$ cat src/design/gather_copy_command_generator_assert.svh
// ----------------------------------------------------------------------------
// Assertion macros for the gather copy command generator
// Implication checks on the rising clock edge, disabled while in reset.
// ----------------------------------------------------------------------------
`ifndef GATHER_COPY_COMMAND_GENERATOR_ASSERT_SVH
`define GATHER_COPY_COMMAND_GENERATOR_ASSERT_SVH

// same-cycle implication
`define GCCG_ASSERT_SAME(label, clk, rst_n, ante, cons, msg) \
	label: assert property (@(posedge clk) disable iff (!rst_n) (ante) |-> (cons)) \
		else $error(msg);

// next-cycle implication
`define GCCG_ASSERT_NEXT(label, clk, rst_n, ante, cons, msg) \
	label: assert property (@(posedge clk) disable iff (!rst_n) (ante) |=> (cons)) \
		else $error(msg);

`endif

$ cat src/design/gccg_pkg.sv
// ----------------------------------------------------------------------------
// gccg_pkg
// Shared types and constants of the gather copy command generator.
// ----------------------------------------------------------------------------
package gccg_pkg;

	localparam int AXIS_W   = 31;
	localparam int SPEC_W   = 32;
	localparam int CNT_W    = 7;
	localparam int BYTES_W  = 32;
	localparam int STRIDE_W = 40;
	localparam int FIELD_W  = 40;
	localparam int INDEX_W  = 32;
	localparam int MUL_W    = 32;
	localparam int CFG_AW   = 4;
	localparam int CFG_DW   = 40;

	typedef enum logic [CFG_AW-1:0] {
		REG_AXIS_DIM         = 4'd0,
		REG_SPEC_COUNT       = 4'd1,
		REG_OUTER_COUNT      = 4'd2,
		REG_SLICE_BYTES      = 4'd3,
		REG_SRC_BATCH_STRIDE = 4'd4,
		REG_SRC_OUTER_STRIDE = 4'd5,
		REG_DST_OUTER_STRIDE = 4'd6,
		REG_DST_BATCH_STRIDE = 4'd7
	} reg_index_t;

	typedef struct packed {
		logic [AXIS_W-1:0]   axis_dim;
		logic [SPEC_W-1:0]   spec_count;
		logic [CNT_W-1:0]    outer_count;
		logic [BYTES_W-1:0]  slice_bytes;
		logic [STRIDE_W-1:0] src_batch_stride;
		logic [STRIDE_W-1:0] src_outer_stride;
		logic [STRIDE_W-1:0] dst_outer_stride;
		logic [STRIDE_W-1:0] dst_batch_stride;
	} cfg_t;

	typedef struct packed {
		logic             fill;
		logic [CNT_W-1:0] count;
	} cmd_ctl_t;

	typedef struct packed {
		logic [FIELD_W-1:0] src_offset;
		logic [FIELD_W-1:0] dst_offset;
		logic [BYTES_W-1:0] byte_count;
		logic               zero_fill;
		logic               last;
	} res_t;

endpackage

$ cat src/design/gccg_back.sv
// ----------------------------------------------------------------------------
// gccg_back
// Walks the outer slices of one queued index, stepping offsets by the outer
// strides; emits one copy or fill command a beat unless result queue is full.
// ----------------------------------------------------------------------------
module gccg_back #(
	parameter int OFFSET_WIDTH = 40
) (
	input  logic                    clk,
	input  logic                    arst_n,
	input  gccg_pkg::cfg_t          cfg,
	input  logic                    cmd_empty,
	output logic                    cmd_pop,
	input  logic [OFFSET_WIDTH-1:0] cmd_src_base,
	input  logic [OFFSET_WIDTH-1:0] cmd_dst_base,
	input  gccg_pkg::cmd_ctl_t      cmd_ctl,
	input  logic                    res_full,
	output logic                    res_push,
	output gccg_pkg::res_t          res
);

	localparam int CW = gccg_pkg::CNT_W;
	localparam int FW = gccg_pkg::FIELD_W;
	localparam int SW = gccg_pkg::STRIDE_W;

	logic                    busy_q;
	logic [CW-1:0]           k_q;
	logic [CW-1:0]           n_q;
	logic                    fill_q;
	logic [OFFSET_WIDTH-1:0] src_q;
	logic [OFFSET_WIDTH-1:0] dst_q;

	logic                    is_last;
	logic                    load;
	logic [OFFSET_WIDTH+FW-1:0] src_ext;
	logic [OFFSET_WIDTH+FW-1:0] dst_ext;
	logic [OFFSET_WIDTH+SW-1:0] src_step;
	logic [OFFSET_WIDTH+SW-1:0] dst_step;

	assign is_last  = (k_q == n_q - 1'b1);
	assign res_push = busy_q && !res_full;
	assign load     = !cmd_empty && (!busy_q || (res_push && is_last));
	assign cmd_pop  = load;

	assign src_ext  = {{FW{1'b0}}, src_q};
	assign dst_ext  = {{FW{1'b0}}, dst_q};
	assign src_step = {{OFFSET_WIDTH{1'b0}}, cfg.src_outer_stride};
	assign dst_step = {{OFFSET_WIDTH{1'b0}}, cfg.dst_outer_stride};

	assign res.src_offset = fill_q ? '0 : src_ext[FW-1:0];
	assign res.dst_offset = dst_ext[FW-1:0];
	assign res.byte_count = cfg.slice_bytes;
	assign res.zero_fill  = fill_q;
	assign res.last       = is_last;

	always_ff @(posedge clk or negedge arst_n) begin
		if (!arst_n) begin
			busy_q <= 1'b0;
			k_q    <= '0;
			n_q    <= '0;
			fill_q <= 1'b0;
			src_q  <= '0;
			dst_q  <= '0;
		end else if (load) begin
			busy_q <= 1'b1;
			k_q    <= '0;
			n_q    <= cmd_ctl.count;
			fill_q <= cmd_ctl.fill;
			src_q  <= cmd_src_base;
			dst_q  <= cmd_dst_base;
		end else if (res_push) begin
			if (is_last) begin
				busy_q <= 1'b0;
			end else begin
				k_q   <= k_q + 1'b1;
				src_q <= src_q + src_step[OFFSET_WIDTH-1:0];
				dst_q <= dst_q + dst_step[OFFSET_WIDTH-1:0];
			end
		end
	end

endmodule

$ cat config.mk
export PLATFORM = sky130hd
export DESIGN_NAME = gccg_back
export DESIGN_NICKNAME = d
export VERILOG_FILES = /design/src/design/gather_copy_command_generator_assert.svh /design/src/design/gccg_pkg.sv /design/src/design/gccg_back.sv
export SDC_FILE = /design/constraint.sdc
export NUM_CORES = 1
export LEC_CHECK = 0
export BUFFER_PORTS_ARGS = -buffer_cell sky130_fd_sc_hd__buf_4
export CAP_MARGIN = 0
export CORE_AREA = 2 2 183 185
export CTS_BUF_LIST = sky130_fd_sc_hd__clkbuf_8 sky130_fd_sc_hd__clkbuf_16
export DETAILED_ROUTE_END_ITERATION = 12
export DIE_AREA = 0 0 185 187
export GPL_TIMING_DRIVEN = 0
export RECOVER_POWER = 25
export SETUP_SLACK_MARGIN = 0.3
export SYNTH_ARGS = -nofsm -noshare
export SYNTH_HDL_FRONTEND = slang
export SYNTH_SLANG_ARGS = --single-unit
$ cat constraint.sdc
create_clock -name clk -period 2.95 [get_ports clk]
set_input_delay 0.1475 -clock clk [delete_from_list [all_inputs] [get_ports clk]]
set_output_delay 0.1475 -clock clk [all_outputs]
set_load 0.1 [all_outputs]
==> summary.md <==
| Metric | Value |
|---|---|
| Crit. End Element | `flip-flop` |
| RSZ-0062 raised after global routing | `yes` |
| CTS sink cnt | `96` |
| Post-synthesis mux area share | `0.0154` |
| Num CTS Buffers | `9` |
| Per-cell routed wire length | `19.8 um` |
| Share of layout cells above drive strength 1 | `0.479` |
| DRT iter0 DRCs | `396` |
| Global Route Usage Sum | `0.211` |
| Synth Flop Type | `dfrtp_1` |
| Post-synthesis simple-gate area fraction | `0.157` |
| Pre-CTS setup slack | `-0.461 ns` |
| Num ports | `470` |
| Clk_lat worst skew | `0.37 ns` |
| Critical Path AT | `3.32 ns` |
| Commonest non-fill, non-tap cell in the layout | `buf_4` |
| Cell count after synthesis | `1068` |
| R2R cell count | `14` |
| Worst hold margin | `0.00859 ns` |
| Net Sw Frac | `0.557` |
| Max Clk Rate | `326 MHz` |
| Failing checks | `negative setup slack` |
| Post-Synth Adder-Cell Area | `0.116` |
| Outcome | `finished, violations left` |
| Yosys cell types | `82` |
| Comb power frac | `0.803` |
| Xor and xnor fraction of the mapped netlist area | `0.0774` |
| Clk root buf | `clkbuf_16` |
| Initial core utilization | `0.272` |
| Vias post-DR | `9847` |
| Largest family of logic cells by synthesized area | `compound AO/OA/AOI/OAI gates` |
| Net Count, Synth | `1504` |
| Seq pwr share | `0.133` |
| Post-synthesis average cell area | `8.37 sq um` |
| Post-synth EDFFs | `0` |
| Register area share after synthesis | `0.269` |
| Core Area | `32900 sq um` |
| Mapped Area | `8940 sq um` |
| Die height | `187 um` |
| Most frequent cells in the layout | `buf_4 (364), a21oi_1 (76), nand2_1 (74)` |
| Clk_skew | `0.00798 ns` |
| Max-slew headroom | `0.0761` |
| #FFs+latches synth | `96` |
| Worst-Margin Slew | `1.39 ns` |
| Period utilisation layout | `1.04` |
| Total Neg Setup Slack | `-0.629 ns` |
| DRC | `0` |
| Max-cap viol count | `0` |
| Fin. Hold Viols | `0` |
| Worst Hold Depth | `3` |
| Synthesis-to-layout area growth | `70.0%` |
| Cell row count | `67` |
| VDD IR-drop max | `0.838 mV` |
| Total wire length | `38700 um` |
| Compound-cell area share of the yosys netlist | `0.294` |
| Final GP Congestion | `0.859` |
| Top cell type's share of synthesized area | `0.269` |
| Number of port buffers | `287` |
| Initial antenna violation count | `1` |
| First-pass GRT wire length | `55900 um` |
| Area contributors post-synth | `dfrtp_1 (27%), ha_1 (11%), a21oi_1 (6.0%)` |
| P_sw | `11700 uW` |
| Clock network fraction of total power | `0.064` |
| Fin area | `15200 sq um` |
| Die width | `185 um` |
| Int Power | `9330 uW` |
| Post-synth top area cell | `dfrtp_1` |
| Die Area | `34600 sq um` |
| Reg clk slew, reported paths | `0.08 ns` |
| CTS tree | `built` |
| Clock Tree Buf Depth | `2` |
| DRT antenna net count | `0` |
| Pwr per Cell Area | `1390 nW/um^2` |
| Ys Warns | `0` |
| Final nets | `1933` |
| Placed wire-length estimate | `27000 um` |
| Largest net degree at the start of global routing | `97` |
| Final setup fails | `8` |
| Min cycle time layout | `3.07 ns` |
| Final Max Slew Viols | `0` |
| Async SR Flop Fraction | `1.00` |
| DR pass1 iterations | `7` |
| Vias per inst | `5.05` |
| H-tree Lvls | `3` |
| Min-Delay Path Class | `primary input to flip-flop` |
| Vias in the first global route | `9943` |
| Placement-stage cell area | `12000 sq um` |
| ANT cells | `0` |
| Final WS setup | `-0.118 ns` |
| Crit path max fanout | `6` |
| Leakage power | `0.00679 uW` |
| Crit path required time | `3.20 ns` |
| GRT overflow | `0` |
| CP Class | `flip-flop to flip-flop` |
| Critical Path Source Type | `flip-flop` |
-- layout make-up --
cell class / count / area [sq um]
clock buffer: 9 / 225
fill: 3190 / 17700
tap: 448 / 561
multi-input combinational: 857 / 7250
sequential: 96 / 2480
buffer: 81 / 920
inverter: 33 / 126
timing repair buffer: 419 / 3550
clock inverter: 7 / 95.1
-- cell usage after synthesis, types with 3 or more instances --
cell type and instances:
dfrtp_1 96, o211ai_1 4, and2_1 8, nor4_1 4
mux2i_1 7, a222oi_1 5, nand2b_1 5, a21oi_1 108
a41oi_1 3, o21ai_1 51, nor2b_1 48, and3_1 10
nand4_1 10, buf_4 42, a221o_1 6, o21a_1 12
a211oi_1 10, nand3_1 15, ha_1 80, buf_6 3
a221oi_1 5, clkbuf_1 23, o21bai_1 14, mux2_1 6
buf_2 13, a22oi_1 34, xor2_1 43, a21o_1 50
nor3_1 13, nand2_1 91, nor2_1 57, xnor2_1 36
or3_1 3, o21ai_0 56, inv_1 32, a31oi_1 6
-- flip-flops by register name, summed over array words and instances (netlist names) --
name	count
fill_q	1
busy_q	1
dst_q	40
src_q	40
n_q	7
k_q	7
-- per-stage QoR --
| stage | instances | power [uW] | utilization |
|---|---|---|---|
| after floorplan | 1068 | 13100 | - |
| after global placement | 1803 | 15900 | 0.365 |
| after detailed placement | 1803 | 16000 | 0.365 |
| after CTS | 1919 | 19900 | 0.442 |
| after global routing | 1950 | 22300 | 0.463 |
| final | 1950 | 21100 | 0.463 |
-- routing by layer --
| metal | up-vias | wire length, um | GRT usage |
|---|---|---|---|
| met5 | - | 0 | 0 |
| met4 | 0 | 677 | 0.0559 |
| met3 | 37 | 3100 | 0.0590 |
| met2 | 364 | 19000 | 0.365 |
| met1 | 4721 | 15900 | 0.256 |
| li1 | 4725 | - | - |
-- worst paths after layout --
path	from	to	slack, ns
worst max-delay path	dst_q[0]	dst_q[36]	-0.12
worst min-delay path	cmd_ctl[0]	n_q[0]	0.009
worst max register to register	dst_q[0]	dst_q[36]	-0.12
worst min register to register	dst_q[39]	dst_q[39]	0.52
max in group asynchronous	arst_n	dst_q[1]	0.79
min in group asynchronous	arst_n	dst_q[7]	0.25
-- cells by family (layout without fill, tap and decap cells) --
group / Yosys count / count (layout)
AO/OA/AOI/OAI: 400 / 400
XOR/XNOR: 79 / 79
adder cells (fa/ha/maj): 82 / 82
multiplexers: 13 / 13
flip-flops: 96 / 96
AND/OR/NAND/NOR: 283 / 283
buffers and inverters: 115 / 549
-- critical path: stages (launching register included) --
cell	delay [ns]
dfrtp_4	0.43
ha_4	0.17
inv_2	0.04
fa_2	0.36
nor2b_4	0.13
o21ai_2	0.08
a21oi_2	0.17
o21a_1	0.17
o21a_2	0.18
a21oi_4	0.08
o21a_4	0.22
o31ai_4	0.33
nor3b_2	0.25
nor4_2	0.06
a221o_1	0.27
-- power by group through the flow --
stage | Clock [uW] | Combinational (uW) | Sequential (uW)
after floorplan | 0 | 8490 | 4580
after global placement | 0 | 13100 | 2760
after detailed placement | 0 | 13200 | 2780
after CTS | 1390 | 15700 | 2770
after global routing | 1440 | 18000 | 2890
final | 1350 | 16900 | 2810
-- what timing repair did --
| action | CTS | global route |
|---|---|---|
| hold buffers | 3 | 2 |
| setup endpoints to repair | 97 | 93 |
| setup buffers | 83 | 23 |
| endpoints found under the hold margin | 3 | 97 |
| gates resized for setup | 295 | 113 |
| pin swaps | 119 | 78 |
| cloned | 15 | 5 |
Note: power is estimated with default switching activity, not from simulation.
