`src/design/gather_copy_command_generator_assert.svh`:
```
// ----------------------------------------------------------------------------
// Assertion macros for the gather copy command generator
// Implication checks on the rising clock edge, disabled while in reset.
// ----------------------------------------------------------------------------
`ifndef GATHER_COPY_COMMAND_GENERATOR_ASSERT_SVH
`define GATHER_COPY_COMMAND_GENERATOR_ASSERT_SVH

// same-cycle implication
`define GCCG_ASSERT_SAME(label, clk, rst_n, ante, cons, msg) \
	label: assert property (@(posedge clk) disable iff (!rst_n) (ante) |-> (cons)) \
		else $error(msg);

// next-cycle implication
`define GCCG_ASSERT_NEXT(label, clk, rst_n, ante, cons, msg) \
	label: assert property (@(posedge clk) disable iff (!rst_n) (ante) |=> (cons)) \
		else $error(msg);

`endif

```
`src/design/gccg_pkg.sv`:
```
// ----------------------------------------------------------------------------
// gccg_pkg
// Shared types and constants of the gather copy command generator.
// ----------------------------------------------------------------------------
package gccg_pkg;

	localparam int AXIS_W   = 31;
	localparam int SPEC_W   = 32;
	localparam int CNT_W    = 7;
	localparam int BYTES_W  = 32;
	localparam int STRIDE_W = 40;
	localparam int FIELD_W  = 40;
	localparam int INDEX_W  = 32;
	localparam int MUL_W    = 32;
	localparam int CFG_AW   = 4;
	localparam int CFG_DW   = 40;

	typedef enum logic [CFG_AW-1:0] {
		REG_AXIS_DIM         = 4'd0,
		REG_SPEC_COUNT       = 4'd1,
		REG_OUTER_COUNT      = 4'd2,
		REG_SLICE_BYTES      = 4'd3,
		REG_SRC_BATCH_STRIDE = 4'd4,
		REG_SRC_OUTER_STRIDE = 4'd5,
		REG_DST_OUTER_STRIDE = 4'd6,
		REG_DST_BATCH_STRIDE = 4'd7
	} reg_index_t;

	typedef struct packed {
		logic [AXIS_W-1:0]   axis_dim;
		logic [SPEC_W-1:0]   spec_count;
		logic [CNT_W-1:0]    outer_count;
		logic [BYTES_W-1:0]  slice_bytes;
		logic [STRIDE_W-1:0] src_batch_stride;
		logic [STRIDE_W-1:0] src_outer_stride;
		logic [STRIDE_W-1:0] dst_outer_stride;
		logic [STRIDE_W-1:0] dst_batch_stride;
	} cfg_t;

	typedef struct packed {
		logic             fill;
		logic [CNT_W-1:0] count;
	} cmd_ctl_t;

	typedef struct packed {
		logic [FIELD_W-1:0] src_offset;
		logic [FIELD_W-1:0] dst_offset;
		logic [BYTES_W-1:0] byte_count;
		logic               zero_fill;
		logic               last;
	} res_t;

endpackage

```
`src/design/gccg_front.sv`:
```
// ----------------------------------------------------------------------------
// gccg_front
// Accepts gather indices, wraps and range-checks them, keeps the batch and
// position counters and forms the source and destination base offsets with
// two shared 32x32 multipliers over three passes.
// ----------------------------------------------------------------------------
module gccg_front #(
	parameter int MAX_OUTER    = 64,
	parameter int OFFSET_WIDTH = 40
) (
	input  logic                                 clk,
	input  logic                                 arst_n,
	input  gccg_pkg::cfg_t                       cfg,
	input  logic                                 push,
	output logic                                 full,
	input  logic signed [gccg_pkg::INDEX_W-1:0]  gather_index,
	input  logic                                 job_start,
	output logic                                 cmd_valid,
	input  logic                                 cmd_ready,
	output logic [OFFSET_WIDTH-1:0]              cmd_src_base,
	output logic [OFFSET_WIDTH-1:0]              cmd_dst_base,
	output gccg_pkg::cmd_ctl_t                   cmd_ctl
);

	localparam int MW   = gccg_pkg::MUL_W;
	localparam int PW   = 2 * MW;
	localparam int WW   = PW + MW;
	localparam int IW   = gccg_pkg::INDEX_W;
	localparam int AXW  = gccg_pkg::AXIS_W;
	localparam int CW   = gccg_pkg::CNT_W;
	localparam int SW   = gccg_pkg::STRIDE_W;

	typedef enum logic [2:0] {
		F_IDLE,
		F_MUL0,
		F_MUL1,
		F_MUL2,
		F_SUM,
		F_PUSH
	} fstate_t;

	fstate_t               state_q;
	logic [MW-1:0]         batch_q;
	logic [MW-1:0]         pos_q;
	logic [MW-1:0]         batch_s1;
	logic [MW-1:0]         pos_s1;
	logic [AXW-1:0]        idx_s1;
	logic                  fill_s1;
	logic [CW-1:0]         count_s1;
	logic [PW-1:0]         prod_src_s2;
	logic [PW-1:0]         prod_dst_s2;
	logic                  prod_hi_s2;
	logic [OFFSET_WIDTH-1:0] src_acc_q;
	logic [OFFSET_WIDTH-1:0] dst_acc_q;

	logic                  accept;
	logic [IW:0]           idx_ext;
	logic [IW:0]           idx_adj;
	logic                  fill;
	logic [CW-1:0]         count;
	logic [MW-1:0]         batch_eff;
	logic [MW-1:0]         pos_eff;
	logic [MW-1:0]         pos_next;
	logic [MW-1:0]         a_src;
	logic [MW-1:0]         b_src;
	logic [MW-1:0]         a_dst;
	logic [MW-1:0]         b_dst;
	logic                  op_hi;
	logic [WW-1:0]         src_wide;
	logic [WW-1:0]         dst_wide;

	assign full   = !(state_q == F_IDLE || (state_q == F_PUSH && cmd_ready));
	assign accept = push && !full;

	assign idx_ext = {gather_index[IW-1], gather_index};
	assign idx_adj = idx_ext + (gather_index[IW-1] ? (IW+1)'(cfg.axis_dim) : '0);
	assign fill    = idx_adj[IW] || (idx_adj[IW-1:0] >= IW'(cfg.axis_dim));

	always_comb begin
		if (cfg.outer_count == '0) begin
			count = CW'(1);
		end else if (cfg.outer_count > CW'(MAX_OUTER)) begin
			count = CW'(MAX_OUTER);
		end else begin
			count = cfg.outer_count;
		end
	end

	assign batch_eff = job_start ? '0 : batch_q;
	assign pos_eff   = job_start ? '0 : pos_q;
	assign pos_next  = pos_eff + 1'b1;

	always_comb begin
		a_src = cfg.src_batch_stride[MW-1:0];
		b_src = batch_s1;
		a_dst = cfg.dst_batch_stride[MW-1:0];
		b_dst = batch_s1;
		op_hi = 1'b0;
		case (state_q)
			F_MUL1: begin
				a_src = MW'(cfg.src_batch_stride[SW-1:MW]);
				a_dst = MW'(cfg.dst_batch_stride[SW-1:MW]);
				op_hi = 1'b1;
			end
			F_MUL2: begin
				a_src = cfg.slice_bytes;
				b_src = MW'(idx_s1);
				a_dst = cfg.slice_bytes;
				b_dst = pos_s1;
			end
			default: begin
			end
		endcase
	end

	assign src_wide = {{MW{1'b0}}, prod_src_s2} << (prod_hi_s2 ? MW : 0);
	assign dst_wide = {{MW{1'b0}}, prod_dst_s2} << (prod_hi_s2 ? MW : 0);

	always_ff @(posedge clk or negedge arst_n) begin
		if (!arst_n) begin
			state_q     <= F_IDLE;
			batch_q     <= '0;
			pos_q       <= '0;
			batch_s1    <= '0;
			pos_s1      <= '0;
			idx_s1      <= '0;
			fill_s1     <= 1'b0;
			count_s1    <= '0;
			prod_src_s2 <= '0;
			prod_dst_s2 <= '0;
			prod_hi_s2  <= 1'b0;
			src_acc_q   <= '0;
			dst_acc_q   <= '0;
		end else begin
			if (state_q inside {F_MUL0, F_MUL1, F_MUL2}) begin
				prod_src_s2 <= PW'(a_src) * PW'(b_src);
				prod_dst_s2 <= PW'(a_dst) * PW'(b_dst);
				prod_hi_s2  <= op_hi;
			end
			if (state_q inside {F_MUL1, F_MUL2, F_SUM}) begin
				src_acc_q <= src_acc_q + src_wide[OFFSET_WIDTH-1:0];
				dst_acc_q <= dst_acc_q + dst_wide[OFFSET_WIDTH-1:0];
			end
			case (state_q)
				F_MUL0: state_q <= F_MUL1;
				F_MUL1: state_q <= F_MUL2;
				F_MUL2: state_q <= F_SUM;
				F_SUM:  state_q <= F_PUSH;
				F_PUSH: begin
					if (accept) begin
						state_q <= F_MUL0;
					end else if (cmd_ready) begin
						state_q <= F_IDLE;
					end
				end
				default: begin
					if (accept) begin
						state_q <= F_MUL0;
					end else begin
						state_q <= F_IDLE;
					end
				end
			endcase
			if (accept) begin
				batch_s1  <= batch_eff;
				pos_s1    <= pos_eff;
				idx_s1    <= fill ? '0 : idx_adj[AXW-1:0];
				fill_s1   <= fill;
				count_s1  <= count;
				src_acc_q <= '0;
				dst_acc_q <= '0;
				if (pos_next == cfg.spec_count) begin
					pos_q   <= '0;
					batch_q <= batch_eff + 1'b1;
				end else begin
					pos_q   <= pos_next;
					batch_q <= batch_eff;
				end
			end
		end
	end

	assign cmd_valid     = (state_q == F_PUSH);
	assign cmd_src_base  = src_acc_q;
	assign cmd_dst_base  = dst_acc_q;
	assign cmd_ctl.fill  = fill_s1;
	assign cmd_ctl.count = count_s1;

endmodule

```
`config.mk`:
```
export PLATFORM = sky130hd
export DESIGN_NAME = gccg_front
export DESIGN_NICKNAME = d
export VERILOG_FILES = /design/src/design/gather_copy_command_generator_assert.svh /design/src/design/gccg_pkg.sv /design/src/design/gccg_front.sv
export SDC_FILE = /design/constraint.sdc
export NUM_CORES = 2
export LEC_CHECK = 0
export ABC_AREA = 0
export BUFFER_PORTS_ARGS = -buffer_cell sky130_fd_sc_hd__buf_2
export CAP_MARGIN = 20
export CORE_MARGIN = 3
export CORE_UTILIZATION = 65
export CTS_CLUSTER_DIAMETER = 80
export DETAILED_ROUTE_END_ITERATION = 8
export PLACE_DENSITY = 0.84
export SETUP_SLACK_MARGIN = 0.5
export SLEW_MARGIN = 20
export SYNTH_ARGS = -nofsm -noshare
export SYNTH_HDL_FRONTEND = slang
export SYNTH_SLANG_ARGS = --single-unit
```
`constraint.sdc`:
```
create_clock -name clk -period 26.1 [get_ports clk]
set_input_delay 1.305 -clock clk [delete_from_list [all_inputs] [get_ports clk]]
set_output_delay 1.305 -clock clk [all_outputs]
set_load 0.1 [all_outputs]
```
==> summary.txt <==
Run status
  • Status: finished, final reports clean

Timing
  • Worst Skew: about 0.02 ns
  • Setup TNS: 0 ns
  • Setup violators final: 0
  • Slew Viols, Final: 0
  • Crit share post-route: roughly 44%
  • Max frequency: approximately 0.086 GHz
  • Unrepaired setup endpoints after global routing: false
  • Slew HR: just under 20%
  • Hold_ws: 0.466 ns
  • Final Hold Viols: 0
  • Period minus WS final: ~12 ns
  • Worst-Margin Slew: around 1.2 ns

Global routing
  • Vias in the first global route: about 60000
  • Largest net degree at the start of global routing: ~210
  • Global Route Usage Sum: between 40% and 50%
  • Global route overflow: 0
  • First-pass GRT wire length: ~350 mm
  • Initial antenna violation count: 9

Worst setup path
  • CP max FO: 85
  • CP endpoint kind: register
  • WP data required: ~27 ns
  • Crit path DAT: between 10 and 15 ns
  • Max incr delay on CP: slightly above 0.8 ns
  • Startpoint types: register
  • CP Buf/Inv Count: 9
  • Crit path kind: reg -> reg
  • Crit path max-delay family: adder cells
  • Critical-path top delay cell: a21boi_0
  • CP dominant cell by count: fa_1

Yosys
  • Synth warn: 0
  • Post-synth EDFFs: 0
  • Share of flip-flops with an asynchronous set or reset: 100%
  • Mapped Avg Cell Area: 8.44 um^2
  • Cells after Synth: between 7000 and 8000
  • Post-synthesis sequential area ratio: between 10% and 20%
  • Yosys cell types: between 80 and 90
  • Post-synthesis sequential element count: 331
  • Dominant synthesized flop cell: dfrtp_1
  • Post-Synthesis Cell Area: about 0.067 mm^2
  • Syn Nets: between 9000 and 10000

Clock network
  • Clock buffer depth: 3
  • CTS tree: done
  • Htree depth: 2
  • Clock transition at path regs: approximately 0.080 ns
  • Clk sinks: 331
  • Hold buffer count at cts: 0
  • TritonCTS Buffers: 35
  • Setup Fix Bufs, Post-CTS: 0
  • Root buf cell: clkbuf_16
  • Post-CTS sizing: 0
  • Clock Latency Late Sink: 0.56 ns

Detailed routing
  • Residual DRC: 0
  • Wire length on met3: 28.0 mm
  • Top sig layer: met5
  • Drt first-iter violations: around 6200
  • Met2 wire length: about 100 mm
  • WL per Instance: about 24 um
  • Final ANT Viol Nets: 0
  • DR vias: ~60000
  • Met1 wire length: between 80 and 90 mm
  • Routed WL: between 200 and 250 mm
  • Vias per cell: between 6 and 7
  • 1st-pass router iterations: 8

Power
  • Power, Total: about 4.5 mW
  • PwrDens: about 63 mW/mm^2
  • Leak: ~36 nW
  • Peak VDD IR: between 0.09 and 0.1 mV

Layout
  • Layout overhead on the synthesized area: 6.07%
  • Most frequent cells in the layout: 1339 x inv_1, 1324 x nand2_1, 1251 x fa_1
  • Storage cell area: 0.00829 mm^2
  • FILL cells: around 8100
  • Cell Count, Final, Fillers Out: approximately 9500
  • Post-route cell area: 0.0714 mm^2
  • Final net count: 10000
  • Most common cell after layout, fill and taps aside: inv_1
  • Layout cells sized above 1: 7.12%
  • Multi-input gate area: about 0.053 mm^2

Place
  • DPL Wire Length: approximately 190 mm
  • PortBufs: approximately 310
  • Global placement routability congestion: 1.07
  • # placed instances: 9393
  • Placement Cell Area: about 0.07 mm^2

Floorplanning
  • Core ar.: 0.102 mm^2
  • Die W: approximately 330 um
  • Die height: roughly 330 um
  • Initial core utilization: around two thirds
  • Row count: ~120
  • I/O pin count: 389
  • Die ar.: 0.107 mm^2

Min path
  • Worst hold path type: reg -> reg

Flow run
  • Reported max-cap violation count: 0
[through the flow]
step	worst slack, ns	util [%]
2_1_floorplan	17.26	-
4_1_cts	14.93	69.7
3_3_place_gp	15.17	68.6
6_report	14.53	69.8
5_1_grt	14.14	69.8
3_5_place_dp	14.94	68.6
[logic make-up (layout without fill, tap and decap cells)]
family,count (synthesis),count (layout),share of synthesized area (%)
mux,54,54,0.840
simple gates,2780,2780,17.7
xor+xnor,317,317,4.17
compound gates,1102,1102,10.2
buf+inv,1708,1822,9.55
flops,331,331,12.3
fa+ha+maj,1681,1681,45.2
other cells,0,10,0
[state kept, by name (all words and copies together), names as in the netlist]
register / count
cmd_dst_base: 40
prod_dst_s2: 40
state_q: 3
idx_s1: 31
cmd_src_base: 40
batch_q: 32
count_s1: 7
fill_s1: 1
pos_s1: 32
prod_src_s2: 40
prod_hi_s2: 1
batch_s1: 32
pos_q: 32
[synthesized netlist by cell type, types with 34 or more instances]
library cell	instances	area (um^2)
o21ai_0	322	1610
nor3_1	44	220
inv_1	1339	5030
a21oi_1	300	1500
ha_1	430	5380
and2_1	66	413
mux2i_1	34	340
fa_1	1251	25000
nor2_1	843	3160
xnor2_1	206	1800
nand2b_1	42	263
nand3_1	135	676
a22o_1	40	350
o21a_1	47	353
nand2_1	1325	4970
a32oi_1	45	394
dfrtp_1	331	8280
xor2_1	109	955
clkbuf_1	314	1180
buf_1	46	173
a21o_1	125	938
nor2b_1	140	876
[report_power, final]
part | total (mW) | internal (mW) | switching [mW]
registers | 0.775 | 0.632 | 0.143
logic | 3.22 | 0.911 | 2.31
clock network | 0.528 | 0.298 | 0.230
[path summary, 6_finish.rpt]
path	slack [ns]	startpoint	to	cells after the start
setup / recovery	14.53	state_q[0]	prod_src_s2[39]	32
hold / removal	0.47	count_s1[2]	count_s1[2]	2
setup reg to reg	14.53	state_q[0]	prod_src_s2[39]	32
hold reg to reg	0.47	count_s1[2]	count_s1[2]	2
max in group asynchronous	23.26	arst_n	prod_dst_s2[38]	3
min in group asynchronous	0.72	arst_n	cmd_src_base[16]	1
[per-layer routing]
layer | global-route usage, % | vias to the layer above
met2 | 66.5 | 3598
met4 | 28.4 | 6
met5 | 0 | -
li1 | - | 25000
met1 | 53.8 | 28800
met3 | 12.2 | 918
[worst register-to-register path: cells and delay by family (launching register included)]
kind | cells | cell delay (ns)
fa+ha+maj | 9 | 3.95
compound gates | 8 | 2.60
buf+inv | 9 | 2.44
simple gates | 5 | 1.83
flops | 1 | 0.36
xor+xnor | 1 | 0.26
[final cells by class]
class | instances | share of cell area [%]
flip-flops and latches | 331 | 11.6
well taps | 1368 | 2.40
diodes | 10 | 0.0350
clock buffers | 47 | 1.38
multi-input cells | 5934 | 73.9
clock inverters | 15 | 0.261
repair buffers | 420 | 3.37
inverters | 1340 | 7.04
No activity file was read; power rests on OpenSTA's default activity.
