$ cat src/design/gather_copy_command_generator_assert.svh
// ----------------------------------------------------------------------------
// Assertion macros for the gather copy command generator
// Implication checks on the rising clock edge, disabled while in reset.
// ----------------------------------------------------------------------------
`ifndef GATHER_COPY_COMMAND_GENERATOR_ASSERT_SVH
`define GATHER_COPY_COMMAND_GENERATOR_ASSERT_SVH

// same-cycle implication
`define GCCG_ASSERT_SAME(label, clk, rst_n, ante, cons, msg) \
	label: assert property (@(posedge clk) disable iff (!rst_n) (ante) |-> (cons)) \
		else $error(msg);

// next-cycle implication
`define GCCG_ASSERT_NEXT(label, clk, rst_n, ante, cons, msg) \
	label: assert property (@(posedge clk) disable iff (!rst_n) (ante) |=> (cons)) \
		else $error(msg);

`endif

$ cat src/design/gccg_fifo.sv
// ----------------------------------------------------------------------------
// gccg_fifo
// Small register queue with push/full and pop/empty sides.
// ----------------------------------------------------------------------------
module gccg_fifo #(
	parameter int WIDTH = 1,
	parameter int DEPTH = 2
) (
	input  logic             clk,
	input  logic             arst_n,
	input  logic             push,
	output logic             full,
	input  logic [WIDTH-1:0] wdata,
	input  logic             pop,
	output logic             empty,
	output logic [WIDTH-1:0] rdata
);

	localparam int AW = (DEPTH > 1) ? $clog2(DEPTH) : 1;
	localparam int CW = $clog2(DEPTH + 1);

	logic [WIDTH-1:0] mem_q [DEPTH];
	logic [AW-1:0]    wr_q;
	logic [AW-1:0]    rd_q;
	logic [CW-1:0]    cnt_q;
	logic             do_push;
	logic             do_pop;

	assign full    = (cnt_q == CW'(DEPTH));
	assign empty   = (cnt_q == '0);
	assign do_push = push && !full;
	assign do_pop  = pop && !empty;
	assign rdata   = mem_q[rd_q];

	always_ff @(posedge clk) begin
		if (do_push) begin
			mem_q[wr_q] <= wdata;
		end
	end

	always_ff @(posedge clk or negedge arst_n) begin
		if (!arst_n) begin
			wr_q  <= '0;
			rd_q  <= '0;
			cnt_q <= '0;
		end else begin
			if (do_push) begin
				wr_q <= (wr_q == AW'(DEPTH - 1)) ? '0 : wr_q + 1'b1;
			end
			if (do_pop) begin
				rd_q <= (rd_q == AW'(DEPTH - 1)) ? '0 : rd_q + 1'b1;
			end
			if (do_push && !do_pop) begin
				cnt_q <= cnt_q + 1'b1;
			end else if (do_pop && !do_push) begin
				cnt_q <= cnt_q - 1'b1;
			end
		end
	end

endmodule

$ cat config.mk
export PLATFORM = sky130hd
export DESIGN_NAME = gccg_fifo
export DESIGN_NICKNAME = d
export VERILOG_FILES = /design/src/design/gather_copy_command_generator_assert.svh /design/src/design/gccg_fifo.sv
export SDC_FILE = /design/constraint.sdc
export NUM_CORES = 1
export LEC_CHECK = 0
export BUFFER_PORTS_ARGS = -buffer_cell sky130_fd_sc_hd__buf_2
export CAP_MARGIN = 20
export CORE_AREA = 2 2 39 41
export DETAILED_ROUTE_END_ITERATION = 16
export DIE_AREA = 0 0 41 43
export PLACE_DENSITY_LB_ADDON = 0.08
export SLEW_MARGIN = 20
export SYNTH_ARGS = -nofsm -noshare
export SYNTH_HDL_FRONTEND = slang
export SYNTH_SLANG_ARGS = --single-unit
$ cat constraint.sdc
create_clock -name clk -period 1.4 [get_ports clk]
set_clock_uncertainty 0.05 [all_clocks]
set_input_delay 0.07 -clock clk [delete_from_list [all_inputs] [get_ports clk]]
set_output_delay 0.07 -clock clk [all_outputs]
set_load 0.01 [all_outputs]
==> results of run 1 <==
==> critical path, stage by stage (launching register included) <==
cell	delay, ps
dfrtp_1	370
buf_4	140
o21ai_2	140
ha_2	310
nor2_2	110
xor2_1	140
==> state kept, by name, summed over array words and instances (netlist names) <==
register  flops
mem_q         2
cnt_q         2
wr_q          1
rd_q          1
==> cells in the mapped netlist <==
cell type	count	area share, %
o21ai_1	1	1.9
nand2_1	1	1.4
dfrtp_1	4	37
nand2b_1	1	2.3
ha_1	1	4.7
mux2_2	1	4.2
and3_1	1	2.3
edfxtp_1	2	22
inv_1	2	2.8
nor2_1	3	4.2
xnor2_1	3	9.8
xor2_1	2	6.5
==> cells by family after synthesis <==
group	count (synthesis)	synth area share [%]
AOI/OAI and AO/OA	1	1.87
buffers and inverters	2	2.80
xor gates and xnor gates	5	16.4
adders and majority gates	1	4.67
muxes	1	4.21
DFF	6	59.8
and+or+nand+nor	6	10.3
==> timing repair <==
item,CTS,global route
hold buffers,2,0
buffers inserted,0,1
endpoints found under the hold margin,6,0
pin swaps,1,2
endpoints found under the setup margin,1,1
resized for setup,1,5
==> cell usage in the layout (no fill, tap or decap) <==
master,instances
xor2_1,1
inv_1,2
nand2_2,1
ha_2,1
nand2b_4,1
and3_1,1
xor2_2,1
dfrtp_1,3
dfrtp_2,1
buf_4,5
nor2_2,1
xnor2_1,3
clkbuf_4,3
edfxtp_1,2
clkbuf_1,1
o21ai_2,1
nor2_1,2
mux2_2,1
buf_2,7
dlygate4sd3_1,2
==> power by group through the flow <==
stage / clock network [mW] / registers (mW) / logic [mW]
after CTS: 0.184 / 0.330 / 0.402
after global routing: 0.200 / 0.338 / 0.506
after global placement: 0 / 0.320 / 0.373
after detailed placement: 0 / 0.323 / 0.382
final: 0.177 / 0.329 / 0.456
after floorplan: 0 / 0.320 / 0.227
==> worst max path at each step <==
stage | depth (start not counted) | slack, ps | startpoint | end
4_1_cts | 7 | 20 | cnt_q[0] | cnt_q[1]
3_3_place_gp | 6 | 30 | cnt_q[0] | cnt_q[1]
2_1_floorplan | 6 | 3 | cnt_q[0] | cnt_q[1]
3_5_place_dp | 6 | -20 | cnt_q[0] | cnt_q[1]
6_report | 5 | 60 | cnt_q[0] | cnt_q[1]
5_1_grt | 6 | -2 | cnt_q[0] | cnt_q[1]
==> per-layer routing <==
metal  up-vias  GRT usage, %  part of all wire [%]
li1        106             -                     -
met5         -             0                     0
met1       102          6.54                    41
met2         4          8.44                    52
met3         0          6.28                   5.9
met4         0          10.0                     0
==> area by class of cell <==
| class | instances | area share (%) |
|---|---|---|
| clock buffers | 4 | 6.05 |
| inverters | 2 | 1.73 |
| multi-input cells | 14 | 29.1 |
| flip-flops and latches | 6 | 37.2 |
| well taps | 16 | 4.61 |
| repair buffers | 14 | 21.3 |
==> flow_metrics.tcl, run 1 <==
set metrics [dict create \
    pre_cts_worst_setup_slack_ps -15.2 \
    finalCoreUtilization_pct 31.4 \
    cap_violations 0 \
    reg2reg_from "cnt_q[0]" \
    drcViolationCount 0 \
    std_cell_rows 14 \
    power_frac_seq_pct 34.2 \
    total_negative_slack_for_setup_checks_ps 0 \
    htree_levels 1 \
    grt_pass1_wl_um 724 \
    power.combinational.fraction_pct 47.4 \
    cts-buffers-inserted 3 \
    final_ant_viol_nets 0 \
    hold_path_class "in -> async" \
    first_global_vias 185 \
    design.die.area_um2 1760 \
    synthCells 22 \
    multiInputGateArea_um2 126 \
    syn_avg_cell_area_um2 12.2 \
    peakVddDrop_mv 0.779 \
    fin_crit_ps 1340 \
    achievable_frequency_mhz 747 \
    p_leak_nw 0.207 \
    n_antenna_cell 0 \
    startpoint_type "flip-flop" \
    grt_start_max_net_pins 5 \
    ys_types 12 \
    worst_slew_pin_slew_ps 138 \
    die_height_um 43 \
    globalRouteOverflowTotal 0 \
    cts_root_buffer "clkbuf_4" \
    r2r_end "cnt_q[1]" \
    tritoncts "built" \
    drt-vias-per-instance 3.79 \
    critical_path_data_required_time_ps 1510 \
    dr.pass1.iters 4 \
    wl_per_cell_um 9.02 \
    cts.path.max_buffers 2 \
    worst_skew_pair_latency_ps 240 \
    starting_utilization_of_the_core_area_pct 19.3 \
    yosysSeqAreaShare_pct 59.8 \
    slew-limit-headroom_pct 90.8 \
    final_instance_count_excl_fillers 56 \
    power.switching_mw 0.318 \
    synth.cell_area_um2 268 \
    power_report.internal_total_mw 0.643 \
    port-buffer-count 7 \
    timing_worst_setup_path_type "reg -> reg" \
    p_clk_share_pct 18.4 \
    final_area_um2 434 \
    worst_ep_arrival_time_ps 1450 \
    final_layout_size_suffix_gt1_share_pct 57.5 \
    cts.sink_count 6 \
    hold_viol 0 \
    logic_depth_of_the_worst_register_to_register_path 5 \
    net_switching_fraction_of_the_power_pct 33.1 \
    syn_nets 28 \
    worst_setup_hold_path_clk_slew_ps 50 \
    die_x_um 41 \
    groute.usage.overall_pct 7.47 \
    dpl_cell_area_um2 355 \
    floorplan.core_area_um2 1380 \
    setup_failing_eps_final 0 \
    synth_seq_cells 6 \
    post-route-worst-setup-slack_ps 60.8 \
    gp_congestion 0.673 \
    worstPathMaxFanout 2 \
    antenna_violations_before_repair 0 \
    layout_worst_path_cycle_share_pct 95.7 \
    place_inst 49 \
    detailedRoute.firstIterationViolations 4 \
    run_status "completed" \
    hpwlAfterDp_um 410 \
    vias 212 \
    worst_setup_path_end_kind "flip-flop" \
    total_power_mw 0.962 \
    ioPinCount 8 \
    r2r_setup_slack_ps 60 \
    n_fill_cell 155 \
    power_per_cell_area_nw_per_um2 2220 \
    num-nets-final 47 \
    final.hold.worst_slack_ps 105 \
    synthToLayoutAreaGrowth_pct 62.1 \
    yosysWarningCount 0 \
    seqCellArea_um2 161 \
    detail_route.wirelength_um 505 \
    finalMaxSlewViolations 0 \
]
Note: power is estimated with default switching activity, not from simulation.
==> inputs of run 2 (changes only) <==
Settings changed: ABC_AREA from default to 1, GPL_TIMING_DRIVEN from default to 0.
==> flow_metrics.tcl, run 2 <==
set metrics [dict create \
    globalRouteOverflowTotal 0 \
    hold_viol 0 \
    worst_ep_arrival_time_ps 1420 \
    cts.path.max_buffers 2 \
    layout_worst_path_cycle_share_pct 95.3 \
    ys_types 12 \
    setup_failing_eps_final 0 \
    final_layout_size_suffix_gt1_share_pct 38.9 \
    synth_seq_cells 6 \
    netlist.top_cell.by_area "dfrtp_1" \
    cap_violations 0 \
    rsz_0062_raised_after_global_routing "no" \
    finalMaxSlewViolations 0 \
    synth_top_cells_by_count "12 x nand2_1, 8 x inv_1, 4 x dfrtp_1" \
    cts_root_buffer "clkbuf_4" \
    fin_crit_ps 1330 \
    n_antenna_cell 0 \
    drcViolationCount 0 \
    groute.usage.overall_pct 7.19 \
    ioPinCount 8 \
    starting_utilization_of_the_core_area_pct 22.1 \
    postSynth.topFlopCell "dfrtp_1" \
    finalCoreUtilization_pct 33.5 \
    syn_nets 43 \
    place_inst 60 \
    mostFrequentLayoutCells "12 x nand2_1, 7 x buf_2, 6 x inv_1" \
    num-nets-final 61 \
    antenna_violations_before_repair 0 \
    final_area_um2 464 \
    hpwlAfterDp_um 421 \
    total_power_mw 0.996 \
    layout_commonest_cell "nand2_1" \
    cts-buffers-inserted 3 \
    vias 280 \
    cts.sink_count 6 \
    achievable_frequency_mhz 749 \
    number_of_enable_flip_flop_cells_after_synthesis 2 \
    floorplan.core_area_um2 1380 \
    std_cell_rows 14 \
    worstPathMaxFanout 4 \
    drt-vias-per-instance 4.00 \
    gp_congestion 0.673 \
    grt_pass1_wl_um 793 \
    synth.top_cell.area_share_pct 32.8 \
    dpl_cell_area_um2 360 \
    design.die.area_um2 1760 \
    synthCells 37 \
    die_x_um 41 \
    power_per_cell_area_nw_per_um2 2140 \
    wl_per_cell_um 9.04 \
    hold_path_class "in -> reg" \
    worst_setup_path_end_kind "flip-flop" \
    detailedRoute.firstIterationViolations 12 \
    worst_setup_hold_path_clk_slew_ps 50 \
    peakVddDrop_mv 0.695 \
    critical_path_data_required_time_ps 1480 \
    syn_avg_cell_area_um2 8.25 \
    die_height_um 43 \
    first_global_vias 217 \
    htree_levels 1 \
    synthToLayoutAreaGrowth_pct 52.0 \
    registers_with_the_most_flip_flops "cnt_q x2, mem_q x2" \
    final_instance_count_excl_fillers 70 \
    tritoncts "built" \
    synth_most_common_cell "nand2_1" \
    worst_slew_pin_slew_ps 220 \
    yosysWarningCount 0 \
    final_ant_viol_nets 0 \
    startpoint_type "flip-flop" \
    synth.cell_area_um2 305 \
    synthTopCellsByArea "dfrtp_1 33%, edfxtp_1 20%, nand2_1 15%" \
    p_leak_nw 0.241 \
    grt_start_max_net_pins 8 \
    postSynth.asyncResetShare_pct 66.7 \
    detail_route.wirelength_um 633 \
    slew-limit-headroom_pct 85.2 \
    worst_skew_pair_latency_ps 240 \
    dr.pass1.iters 4 \
    port-buffer-count 7 \
    timing_worst_setup_path_type "reg -> reg" \
    run_status "completed" \
    yosysSeqAreaShare_pct 52.5 \
]
[run 2: cell types whose count changed after synthesis, moves of 2 or more]
cell and change:
inv_1 +6, nand2_1 +11, nor2_2 +2, o21ai_0 +2, xnor2_1 -2, xor2_1 -2
[run 2: cell type report]
| cell class | instances | area, µm² |
|---|---|---|
| clock buffer | 4 | 26.3 |
| inverter | 8 | 30.0 |
| tap | 16 | 20.0 |
| fill | 145 | 920 |
| timing repair buffer | 13 | 85.1 |
| sequential | 6 | 161 |
| multi-input combinational | 23 | 141 |
[run 2: cell families after synthesis]
kind of cell | share of synthesized area (%)
xor gates and xnor gates | 2.87
buffers and inverters | 9.84
and+or+nand+nor | 27.5
DFF | 52.5
AOI/OAI and AO/OA | 3.28
adders and majority gates | 4.10
[run 2: report_power, final]
group | leakage, nW | internal, mW | switching (mW)
sequential | 0.0655 | 0.263 | 0.0796
combinational | 0.160 | 0.238 | 0.241
clock | 0.0150 | 0.108 | 0.0664
[run 2: per-stage QoR]
| step | setup WS, ps | hold WS [ps] | TNS, ps |
|---|---|---|---|
| floorplan | 39.2 | -276 | 0 |
| global placement | -32.8 | -164 | -32.8 |
| global route | 2.91 | 52.5 | 0 |
| finish | 65.4 | 38.0 | 0 |
| CTS | 10.8 | 24.3 | 0 |
| detailed placement | -18.9 | -163 | -18.9 |
[run 2: final timing paths]
path | to | startpoint | cells after the start | slack (ps)
setup / recovery | cnt_q[1] | cnt_q[1] | 8 | 70
hold reg to reg | wr_q | wr_q | 2 | 430
max in group asynchronous | cnt_q[0] | arst_n | 2 | 1040
min in group asynchronous | wr_q | arst_n | 2 | 110
setup reg to reg | cnt_q[1] | cnt_q[1] | 8 | 70
hold / removal | rd_q | pop | 3 | 40
[run 2: per-layer routing]
layer	share of wire, %	GRT usage, %	wire length, µm
met1	46	9.60	294
met2	44	8.44	281
met3	8.4	3.14	53
met4	0.63	6.00	4
met5	0	0	0
[run 2: timing repair]
item,4_1_cts,5_1_grt
gates resized for setup,1,7
hold buffers,2,0
pin swaps,0,4
buffers inserted,0,4
endpoints found under the hold margin,6,0
setup endpoints to repair,1,1
cloned,0,0
[run 2: critical path: stages, from the launching register on]
cell,delay [ps]
dfrtp_1,420
inv_2,110
nor2_4,60
nor2_4,150
ha_4,220
inv_2,50
nand3_1,70
nand2_1,60
nand2_1,40
==> inputs of run 3 (changes only) <==
Settings changed: PLACE_DENSITY from default to 0.4, PLACE_DENSITY_LB_ADDON 0.08 to default.
==> flow_metrics.tcl, run 3 (same netlist as run 2, synthesis figures left out) <==
set metrics [dict create \
    logic_depth_of_the_worst_register_to_register_path 8 \
    hold_viol 0 \
    first_global_vias 207 \
    slew-limit-headroom_pct 83.6 \
    grt_start_max_net_pins 8 \
    registers_with_the_most_flip_flops "cnt_q x2, mem_q x2" \
    groute.usage.overall_pct 7.40 \
    die_x_um 41 \
    hold-path-cell-count 3 \
    starting_utilization_of_the_core_area_pct 22.1 \
    holdCritStartpoint "pop" \
    run_status "completed" \
    tritoncts "built" \
    worst_setup_path_end_kind "flip-flop" \
    final_instance_count_excl_fillers 66 \
    critical_path_buf_inv_count 2 \
    place_inst 60 \
    final_area_um2 443 \
    total_power_mw 0.916 \
    cts_root_buffer "clkbuf_4" \
    startpoint_type "flip-flop" \
    worst_ep_arrival_time_ps 1390 \
    critical-path-slowest-cell "dfrtp_2" \
    grt_pass1_wl_um 800 \
    m1_wire_length_um 260 \
    wl_met2_um 245 \
    drcViolationCount 0 \
    cts.path.max_buffers 2 \
    worst_skew_pair_latency_ps 230 \
    pre_cts_worst_setup_slack_ps -89.2 \
    peakVddDrop_mv 0.621 \
    critical_path_depth 8 \
    htree_levels 1 \
    power_per_cell_area_nw_per_um2 2070 \
    antenna_violations_before_repair 0 \
    cp_cell_sequence "inv_2, nor2_4, nor2_4, ha_4, inv_1, nand3_1, nand2_1, nand2_1" \
    layout_commonest_cell "nand2_1" \
    achievable_frequency_mhz 762 \
    critPathTopFamily "flip-flops" \
    total_negative_slack_for_setup_checks_ps 0 \
    drt-vias-per-instance 3.86 \
    finalCoreUtilization_pct 32.0 \
    hpwlAfterDp_um 416 \
    vias 255 \
    n_antenna_cell 0 \
    p_leak_nw 0.222 \
    final_ant_viol_nets 0 \
    cts.sink_count 6 \
    wl_per_cell_um 8.15 \
    setup_failing_eps_final 0 \
    mostFrequentLayoutCells "12 x nand2_1, 7 x inv_1, 7 x buf_2" \
    whs_endpoint "rd_q" \
    postCtsSetupBuffers 0 \
    detailedRoute.firstIterationViolations 4 \
    worstPathMaxFanout 4 \
    dpl_cell_area_um2 360 \
    uppermost_signal_routing_layer_after_detailed_routing "met3" \
    met3RoutedLength_um 32 \
    final_layout_size_suffix_gt1_share_pct 34.0 \
    floorplan.core_area_um2 1380 \
    reg2reg_from "cnt_q[1]" \
    r2r_setup_slack_ps 90 \
    gp_congestion 0.670 \
    ioPinCount 8 \
    detail_route.wirelength_um 538 \
    num-nets-final 57 \
    worst_slew_pin_slew_ps 244 \
    port-buffer-count 7 \
    hold_path_class "in -> reg" \
    post-route-worst-setup-slack_ps 87.9 \
    final.hold.worst_slack_ps 70.3 \
    die_height_um 43 \
    critical_path_data_required_time_ps 1480 \
    synthToLayoutAreaGrowth_pct 45.1 \
    worst_path_largest_cell_delay_ps 440 \
    fin_crit_ps 1310 \
    layout_worst_path_cycle_share_pct 93.7 \
    cap_violations 0 \
    rsz_0062_raised_after_global_routing "no" \
    cts-buffers-inserted 3 \
    globalRouteOverflowTotal 0 \
    dr.pass1.iters 3 \
    r2r_end "cnt_q[1]" \
    crit_start "cnt_q[1]" \
    timing_worst_setup_path_type "reg -> reg" \
    worst_setup_hold_path_clk_slew_ps 50 \
    std_cell_rows 14 \
    design.die.area_um2 1760 \
    finalMaxSlewViolations 0 \
]
[run 3: cell count changes in the layout (fill, tap and decap cells not counted)]
cell     delta
o21ai_2     -1
inv_1       +1
inv_2       -1
dfrtp_1     -1
buf_4       -4
o21ai_4     +1
dfrtp_2     +1
[run 3: cell type report]
type,instances,area (µm²)
sequential,6,163
multi-input combinational,23,149
clock buffer,4,26.3
tap,16,20.0
fill,149,941
inverter,8,30.0
timing repair buffer,9,55.1
[run 3: worst max path at each step]
stage,endpoint,slack [ps]
after floorplan,cnt_q[1],40
after global placement,cnt_q[1],-120
after detailed placement,cnt_q[1],-90
after CTS,cnt_q[1],20
after global routing,cnt_q[1],5
final,cnt_q[1],90
[run 3: power by group]
| part | leakage, nW | switching [mW] | internal [mW] |
|---|---|---|---|
| Clock | 0.0150 | 0.0589 | 0.108 |
| Sequential | 0.0644 | 0.0914 | 0.266 |
| Combinational | 0.142 | 0.214 | 0.178 |
| Total | 0.222 | 0.365 | 0.552 |
[run 3: worst min-delay path, stage by stage]
cell	delay, ps
buf_2	110
nand3b_1	80
nand2_1	60
[run 3: what timing repair did]
item / 4_1_cts / 5_1_grt
endpoints found under the hold margin: 6 / 0
resized for setup: 2 / 7
pin swaps: 0 / 0
setup endpoints to repair: 1 / 1
hold buffers: 2 / 0
[run 3: routing by layer]
metal / track usage [%] / vias to the layer above
met5: 0 / -
met4: 4.00 / 0
met3: 4.71 / 0
met1: 9.30 / 109
li1: - / 140
met2: 9.38 / 6
